[src/sv/irpwc_pkg.sv]
package irpwc_pkg;

  localparam int unsigned START_TO_W   = 24;
  localparam int unsigned SILENCE_TO_W = 16;
  localparam int unsigned ELAPSED_W    = 24;
  localparam int unsigned WIDTH_W      = 16;
  localparam int unsigned PCOUNT_W     = 11;
  localparam int unsigned CFG_DATA_W   = 24;
  localparam int unsigned CFG_INDEX_W  = 1;

  localparam logic [CFG_INDEX_W-1:0] CFG_START_TIMEOUT   = 1'd0;
  localparam logic [CFG_INDEX_W-1:0] CFG_SILENCE_TIMEOUT = 1'd1;

  localparam logic [START_TO_W-1:0]   START_TO_RESET   = 24'd1000000;
  localparam logic [SILENCE_TO_W-1:0] SILENCE_TO_RESET = 16'd50000;

endpackage

[src/sv/ir_pulse_width_capture_core.sv]
// Channel   Handshake            Payload
// in        in_valid/in_ready    start_req, pin_level
// out       out_valid/out_ready  has_width, width_ticks, held_level, end_of_capture,
//                                pulse_count, no_start
// cfg       cfg_write            cfg_index, cfg_data
//
// One tick is taken per clock cycle while in_ready is high; its result, if any,
// appears in the output register on the following cycle.
// in_ready stays high while the output register is empty or being emptied, so a
// stalled result holds the input back only while out_ready is low.
// Reset is synchronous and returns the block to idle with the register reset values.
module ir_pulse_width_capture_core #(
  parameter int unsigned MAX_PULSES = 1024
) (
  input  logic                                     clk,
  input  logic                                     rst,
  input  logic                                     in_valid,
  output logic                                     in_ready,
  input  logic                                     start_req,
  input  logic                                     pin_level,
  output logic                                     out_valid,
  input  logic                                     out_ready,
  output logic                                     has_width,
  output logic [irpwc_pkg::WIDTH_W-1:0]            width_ticks,
  output logic                                     held_level,
  output logic                                     end_of_capture,
  output logic [irpwc_pkg::PCOUNT_W-1:0]           pulse_count,
  output logic                                     no_start,
  input  logic                                     cfg_write,
  input  logic [irpwc_pkg::CFG_INDEX_W-1:0]        cfg_index,
  input  logic [irpwc_pkg::CFG_DATA_W-1:0]         cfg_data
);

  localparam int unsigned CNT_W = $clog2(MAX_PULSES + 1);
  localparam int unsigned EXT_W = (CNT_W > irpwc_pkg::PCOUNT_W) ? CNT_W : irpwc_pkg::PCOUNT_W;
  localparam int unsigned EL_W  = irpwc_pkg::ELAPSED_W;

  typedef enum logic [1:0] {
    PH_IDLE = 2'd0,
    PH_WAIT = 2'd1,
    PH_CAPT = 2'd2
  } phase_t;

  phase_t                            phase, phase_next;
  logic                              last_level, last_level_next;
  logic [EL_W-1:0]                   elapsed, elapsed_next;
  logic [CNT_W-1:0]                  count, count_next;
  logic [irpwc_pkg::START_TO_W-1:0]  start_timeout;
  logic [irpwc_pkg::SILENCE_TO_W-1:0] silence_timeout;

  logic                              in_fire;
  logic [EL_W:0]                     diff;
  logic [EL_W-1:0]                   elapsed_sat;
  logic [CNT_W-1:0]                  count_inc;
  logic [EXT_W-1:0]                  count_ext;

  logic                              res_valid;
  logic                              res_has_width;
  logic [irpwc_pkg::WIDTH_W-1:0]     res_width;
  logic                              res_held;
  logic                              res_end;
  logic [CNT_W-1:0]                  res_count;
  logic                              res_no_start;

  assign in_ready = !out_valid || out_ready;
  assign in_fire  = in_valid && in_ready;

  assign diff        = {1'b0, elapsed} + (EL_W+1)'(1);
  assign elapsed_sat = diff[EL_W] ? '1 : diff[EL_W-1:0];
  assign count_inc   = count + CNT_W'(1);

  always_comb begin
    phase_next      = phase;
    last_level_next = last_level;
    elapsed_next    = elapsed;
    count_next      = count;
    res_valid       = 1'b0;
    res_has_width   = 1'b0;
    res_width       = '0;
    res_held        = 1'b0;
    res_end         = 1'b0;
    res_count       = '0;
    res_no_start    = 1'b0;
    unique case (phase)
      PH_WAIT: begin
        if (!pin_level) begin
          phase_next      = PH_CAPT;
          last_level_next = 1'b0;
          elapsed_next    = '0;
        end else if (diff > {1'b0, start_timeout}) begin
          phase_next   = PH_IDLE;
          elapsed_next = '0;
          res_valid    = 1'b1;
          res_end      = 1'b1;
          res_no_start = 1'b1;
        end else begin
          elapsed_next = elapsed_sat;
        end
      end
      PH_CAPT: begin
        if (pin_level != last_level) begin
          count_next      = count_inc;
          last_level_next = pin_level;
          elapsed_next    = '0;
          res_valid       = 1'b1;
          res_has_width   = 1'b1;
          // Intervals longer than the output field report the field's maximum.
          res_width       = (diff > (EL_W+1)'({irpwc_pkg::WIDTH_W{1'b1}}))
                            ? '1 : diff[irpwc_pkg::WIDTH_W-1:0];
          res_held        = last_level;
          res_count       = count_inc;
          if (count_inc >= CNT_W'(MAX_PULSES)) begin
            res_end    = 1'b1;
            phase_next = PH_IDLE;
          end
        end else if (diff > (EL_W+1)'(silence_timeout)) begin
          phase_next   = PH_IDLE;
          elapsed_next = '0;
          res_valid    = 1'b1;
          res_end      = 1'b1;
          res_count    = count;
        end else begin
          elapsed_next = elapsed_sat;
        end
      end
      default: begin
        // Idle, and the unused code, which behaves as idle.
        phase_next = PH_IDLE;
        if (start_req) begin
          count_next      = '0;
          elapsed_next    = '0;
          last_level_next = pin_level;
          phase_next      = pin_level ? PH_WAIT : PH_CAPT;
        end
      end
    endcase
  end

  assign count_ext = EXT_W'(res_count);

  always_ff @(posedge clk) begin
    if (rst) begin
      phase           <= PH_IDLE;
      last_level      <= 1'b1;
      elapsed         <= '0;
      count           <= '0;
      start_timeout   <= irpwc_pkg::START_TO_RESET;
      silence_timeout <= irpwc_pkg::SILENCE_TO_RESET;
      out_valid       <= 1'b0;
    end else begin
      if (cfg_write) begin
        if (cfg_index == irpwc_pkg::CFG_START_TIMEOUT) begin
          start_timeout <= cfg_data[irpwc_pkg::START_TO_W-1:0];
        end else if (cfg_index == irpwc_pkg::CFG_SILENCE_TIMEOUT) begin
          silence_timeout <= cfg_data[irpwc_pkg::SILENCE_TO_W-1:0];
        end
      end
      if (in_fire) begin
        phase      <= phase_next;
        last_level <= last_level_next;
        elapsed    <= elapsed_next;
        count      <= count_next;
        out_valid  <= res_valid;
      end else if (out_ready) begin
        out_valid <= 1'b0;
      end
    end
  end

  always_ff @(posedge clk) begin
    if (in_fire && res_valid) begin
      has_width      <= res_has_width;
      width_ticks    <= res_width;
      held_level     <= res_held;
      end_of_capture <= res_end;
      pulse_count    <= count_ext[irpwc_pkg::PCOUNT_W-1:0];
      no_start       <= res_no_start;
    end
  end

endmodule

[config.mk]
export PLATFORM = sky130hd
export DESIGN_NAME = ir_pulse_width_capture_core
export DESIGN_NICKNAME = d
export VERILOG_FILES = /design/src/sv/irpwc_pkg.sv /design/src/sv/ir_pulse_width_capture_core.sv
export SDC_FILE = /design/constraint.sdc
export NUM_CORES = 1
export LEC_CHECK = 0
export BUFFER_PORTS_ARGS = -buffer_cell sky130_fd_sc_hd__buf_2
export CORE_MARGIN = 8
export CORE_UTILIZATION = 55
export CTS_BUF_LIST = sky130_fd_sc_hd__clkbuf_8
export DETAILED_ROUTE_END_ITERATION = 8
export PLACE_DENSITY_LB_ADDON = 0.05
export SLEW_MARGIN = 40
export SYNTH_ARGS = -nofsm -noshare
export SYNTH_HDL_FRONTEND = slang
export SYNTH_SLANG_ARGS = --single-unit
[constraint.sdc]
create_clock -name clk -period 8.15 [get_ports clk]
set_input_delay 0.815 -clock clk [delete_from_list [all_inputs] [get_ports clk]]
set_output_delay 0.815 -clock clk [all_outputs]
set_load 0.02 [all_outputs]
# Yosys cells after proc, flatten, opt, wreduce, memory -nomap -nowiden
# Index checks and enable logic that the tools add are counted.
# Widths: inputs -> output; s select.
dict set report word_totals {
  register_bits 110
  inputBits 32
  output_inout_bits 33
}
dict set report classes {
  addsub 2
  n_lt_le_gt_ge 4
  eq_ne 8
  mux 36
  n_bitwise 2
  n_reduce_logical 14
}
# cell n
set op_table {}
lappend op_table {{$mux 24} 6}
lappend op_table {{$pmux 24 s2} 1}
lappend op_table {{$mux 11} 4}
lappend op_table {{$add 24x1->25 const B} 1}
lappend op_table {{$gt 25x16->1} 1}
lappend op_table {{$gt 25x16->1 const B} 1}
lappend op_table {{$gt 25x24->1} 1}
lappend op_table {{$pmux 11 s2} 1}
lappend op_table {{$mux 16} 1}
lappend op_table {{$mux 2} 7}
lappend op_table {{$mux 1} 12}
lappend op_table {{$reduce_and 4->1} 3}
lappend op_table {{$add 11x1->11 const B} 1}
lappend op_table {{$ge 11x11->1 const B} 1}
lappend op_table {{$ne 3x3->1 const B} 3}
lappend op_table {{$reduce_and 2->1} 4}
lappend op_table {{$pmux 1 s2} 3}
lappend op_table {{$ne 2x2->1 const B} 2}
lappend op_table {{$pmux 2 s2} 1}
lappend op_table {{$reduce_bool 2->1} 2}
lappend op_table {{$reduce_bool 3->1} 1}
lappend op_table {{$eq 2x1->1 const B} 1}
lappend op_table {{$eq 2x2->1 const B} 1}
lappend op_table {{$logic_and 1x1->1} 2}
lappend op_table {{4 further kinds} 5}

# Depth between registers and ports, before layout
dict set report depth {
  depth_word 6
  ltp_mapped 17
  depth_no_buf 17
}

# Worst setup path after synthesis
# No wires, ideal clock.
dict set report synth_timing {
  path_type {register to register}
  start {reg elapsed[0]}
  end {reg end_of_capture (enable)}
  setup_ns 0.390
  arrival_ns 3.938
  required_ns 7.760
  setup_slack_ns 3.822
  path_stages_with_launch 17
  path_cell_list {dfxtp_1 -> clkbuf_1 -> nand3_1 -> nor2_1 -> and3_1 -> nand3_1 -> xor2_1 -> inv_1 -> ha_1 -> nand4_1 -> nor2_1 -> and3_1 -> o221ai_1 -> a41o_1 -> a31oi_1 -> nor2b_1 -> o21a_1}
}
dict set report synth_between {
  elab_chain_len 6
}
# element line
set synth_lines {}
lappend synth_lines {{from (decl)} ir_pulse_width_capture_core.sv:46} ;# logic [EL_W-1:0] elapsed, elapsed_next;
lappend synth_lines {{from (signal assigned)} ir_pulse_width_capture_core.sv:161} ;# elapsed <= elapsed_next;
lappend synth_lines {{$add 24x1->25 *} ir_pulse_width_capture_core.sv:68} ;# assign diff = {1'b0, elapsed} + (EL_W+1)'(1);
lappend synth_lines {{$gt 25x16->1 or $gt 25x24->1 (tied branches)} {ir_pulse_width_capture_core.sv:116, ir_pulse_width_capture_core.sv:90}}
lappend synth_lines {{$mux 1, on equally long branches} {ir_pulse_width_capture_core.sv:116, ir_pulse_width_capture_core.sv:90}}
lappend synth_lines {{$mux 1, on equally long branches} {ir_pulse_width_capture_core.sv:101, ir_pulse_width_capture_core.sv:86}}
lappend synth_lines {{$pmux 1 s2 *} ir_pulse_width_capture_core.sv:84} ;# unique case (phase)
lappend synth_lines {{$logic_and 1x1->1 *} ir_pulse_width_capture_core.sv:171} ;# if (in_fire && res_valid) begin
lappend synth_lines {{to (signal assigned)} ir_pulse_width_capture_core.sv:175} ;# end_of_capture <= res_end;
lappend synth_lines {{to (decl)} ir_pulse_width_capture_core.sv:26} ;# output logic end_of_capture,
# Mark *: on every way between the ends. The rest lies on a longest branch, timed or not.
# A chain may end at the register's enable or synchronous reset.

# Worst setup path after layout
dict set report layout_timing {
  start {reg elapsed[2]}
  end {reg width_ticks[11] (netlist name) (enable)}
}
dict set report layout_between {
  elab_chain_len 6
}
# element line
set layout_lines {}
lappend layout_lines {{$add 24x1->25 *} ir_pulse_width_capture_core.sv:68}
lappend layout_lines {{$gt 25x16->1 or $gt 25x24->1 (tied branches)} {ir_pulse_width_capture_core.sv:116, ir_pulse_width_capture_core.sv:90}}
lappend layout_lines {{$mux 1, on equally long branches} {ir_pulse_width_capture_core.sv:116, ir_pulse_width_capture_core.sv:90}}
lappend layout_lines {{$mux 1, on equally long branches} {ir_pulse_width_capture_core.sv:101, ir_pulse_width_capture_core.sv:86}}
lappend layout_lines {{$pmux 1 s2 *} ir_pulse_width_capture_core.sv:84}
lappend layout_lines {{$logic_and 1x1->1 *} ir_pulse_width_capture_core.sv:171}
lappend layout_lines {{to (signal assigned)} ir_pulse_width_capture_core.sv:173} ;# width_ticks <= res_width;
lappend layout_lines {{to (decl)} ir_pulse_width_capture_core.sv:24} ;# output logic [irpwc_pkg::WIDTH_W-1:0] width_ticks,
# Marks and branches as above.

==> metrics.md <==
| Metric | Value |
|---|---|
| Outcome | finished clean |
| Crit share post-route | 0.582 |
| CTS tree | built |
| R2R Setup Slk | around 3.4 ns |
| Largest net degree at the start of global routing | 70 |
| Postcts setup bufs | 0 |
| Post-synthesis mux area share | 0.00334 |
| P per Cell Area | 148 mW/mm² |
| Top cells by area, synth | dfxtp_1, edfxtp_1, ha_1 |
| Max rail drop VDD | 156 µV |
| Die Span X | approximately 120 µm |
| # H-tree levels | 3 |
| Syn_area_per_cell | roughly 8 µm² |
| Post-Route WL | 16.1 mm |
| Yosys top cell area share | 0.249 |
| CTS resizes | 0 |
| Yosys reg bits | 110 |
| Hold depth | 2 |
| Top_reg_cell synth | dfxtp_1 |
| Vias in the first global route | 5,239 |
| Pre-CTS WS | 3.49 ns |
| All-layer global routing usage | 0.213 |
| Core area | 0.0114 mm² |
| Crit-path max FO | 31 |
| Crit path buffers/inverters | 2 |
| Post-synthesis cell count | roughly 770 |
| Clock slew at reported path FFs | 0.11 ns |
| Leading area contributor after synthesis | dfxtp_1 |
| Starting Density | 0.559 |
| TritonCTS Buffers | 9 |
| First-pass GRT wire length | 25.8 mm |
| Overflow after GRT | 0 |
| Initial antenna violation count | 0 |
| Post-synthesis xor/xnor area fraction | 0.0386 |
| Most used cell along the critical path | and3_1 |
| # IOs | 65 |
| Worst skew pair latency | 0.39 ns |
| Port bufs | 64 |
| Skew final | ~0.016 ns |
| Die area | 0.0153 mm² |
| Yosys warns | 0 |
| Layout area overhead | 9.62% |
| WL/cell | 16.8 µm |
| Largest family of logic cells by synthesized area | simple AND/OR/NAND/NOR gates |
| Seq/Total Area, Yosys | 0.395 |
| Pin slew with the least headroom to its limit | 0.796 ns |
| Final Hold Vio Count | 0 |
| Clock Root Buffer | clkbuf_8 |
| Number of max-cap violations | 0 |
| Setup Crit Path Kind | flop to flop |
| Max Slew Vio Count | 0 |
| Logic depth of the worst setup path including buffers | 17 |
| Worst Path Required | just over 8 ns |
| TNS Setup | 0 ns |
| EDFF count, synth | 31 |
| Vias/cell | a little under 6 |
| Worst setup SP type | flop |
| Netlist cell types | 56 |
| Post-detail-place hpwl | 11.9 mm |
| Tmin final | approximately 4.7 ns |
| Adder-cell area share of the yosys netlist | 0.0846 |
| Filler cells | 1,032 |
| Crit-path slowest cell | dfxtp_1 |
| Via count | 5,733 |
| Setup WS post-layout | 3.40 ns |
| Net Count, Synth | approximately 850 |
| Final setup vio count | 0 |
| Die Height | 124 µm |
| Max incr delay on CP | 0.45 ns |
| Synth Area in Simple Gates | 0.228 |
| CP top delay family | simple AND/OR/NAND/NOR gates |
| End-of-flow core utilization | 0.613 |
| FFs w/ async S/R, synth | 0 |
| Headroom to the max-slew limit | 0.467 |
| Clock Path Buffers | 2 |
| First DRT Iteration DRCs | 547 |
| Layout cells sized above 1 | 0.119 |
| Leak | approximately 0.0030 µW |
| GP Congestion | about 0.98 |
| Sink Count | 110 |
| Count of nets left with antenna violations after detail routing | 0 |
| Most frequent cell after synthesis | nand2_1 |
| R2R cell count | 17 |
| Critical Path Sink Type | flop |
| Antenna diodes | 0 |
| Syn Std Cell Area | 0.00636 mm² |
| CP arrival | around 4.8 ns |
| First drt pass iteration count | 5 |
| Drc violations | 0 |
| Synth Area in Compound Gates | 0.190 |
| Hold crit path type | flop to flop |
| Cells along the critical path | and3_1 > nand3_1 > nor2_1 > and3_1 > nand3_1 > xor2_1 > inv_1 > ha_1 > nand4_1 > nor2_1 > and3_1 > o221ai_1 > a41o_1 > a31oi_1 > nor2b_1 > o21a_1 > buf_4 |
| FMAX | 211 MHz |
| FP Rows | 39 |
| RSZ-0062 raised after global routing | false |
| Final nets | 888 |
| Hold-fix buffers, CTS | 0 |
| Synth cell count leaders | nand2_1, dfxtp_1, a21oi_1 |
[worst min-delay path: stages, from the launching register on]
cell	delay (ns)
dfxtp_1	0.33
nand2_1	0.05
a21oi_1	0.05
[power breakdown]
group	leakage, µW	switching (µW)	internal (µW)	total (µW)
logic	0.00193	59.7	30.6	90.3
registers	0.000966	5.96	570	576
clock network	0.000112	193	175	368
[worst paths after layout]
kind / start / end
hold reg to reg: start_timeout[8]$_SDFFE_PP0P_ / start_timeout[8]$_SDFFE_PP0P_
setup / recovery: elapsed[2]$_SDFFE_PP0P_ / width_ticks[11]$_SDFFCE_PN0P_
hold / removal: start_timeout[8]$_SDFFE_PP0P_ / start_timeout[8]$_SDFFE_PP0P_
setup reg to reg: elapsed[2]$_SDFFE_PP0P_ / width_ticks[11]$_SDFFCE_PN0P_
[state kept, by name, indices dropped and copies added (netlist names), 2 cells and up]
signal and flops:
elapsed 24, start_timeout 24, silence_timeout 16, width_ticks 16
count 11, pulse_count 11, phase 2
[placed cells by master, fill, tap and decap left out, types with 9 or more instances in the layout]
master    instances
nand2_1         120
dfxtp_1          79
a21oi_1          78
buf_2            64
inv_1            62
nor2_1           51
o21ai_0          43
ha_1             43
edfxtp_1         31
nand3_1          27
xnor2_1          17
a31oi_1          15
and3_1           14
nor3_1           14
or3_1            11
nand4_1          10
xor2_1           10
a22o_1           10
clkbuf_8          9
[area by class of cell]
class	instances	area, µm²	area share
Clock buffer	9	124	0.0178
Clock inverter	7	97.6	0.0140
Inverter	61	229	0.0328
Multi-Input combinational cell	563	3480	0.499
Sequential cell	110	2510	0.360
Tap cell	143	179	0.0257
Timing Repair Buffer	68	350	0.0502
[per-stage QoR]
step	hold WS (ns)	cell area (µm²)	power, µW	cells
4_1_cts	0.464	6970	1040	961
2_1_floorplan	0.436	6360	647	774
3_3_place_gp	0.446	6740	675	945
3_5_place_dp	0.449	6750	678	945
5_1_grt	0.485	6970	1080	961
6_report	0.462	6970	1030	961
[per-layer routing]
metal	share of wire	global-route usage
met2	0.46	0.336
met1	0.46	0.286
met3	0.070	0.0484
met5	0	0
met4	0.017	0.0602
[cells by family after synthesis]
| kind of cell | Yosys count |
|---|---|
| AOI/OAI and AO/OA | 195 |
| xor gates and xnor gates | 28 |
| adders and majority gates | 43 |
| buffers and inverters | 101 |
| DFF | 110 |
| muxes | 2 |
| and+or+nand+nor | 295 |
Power figures use the tool's default switching activity.
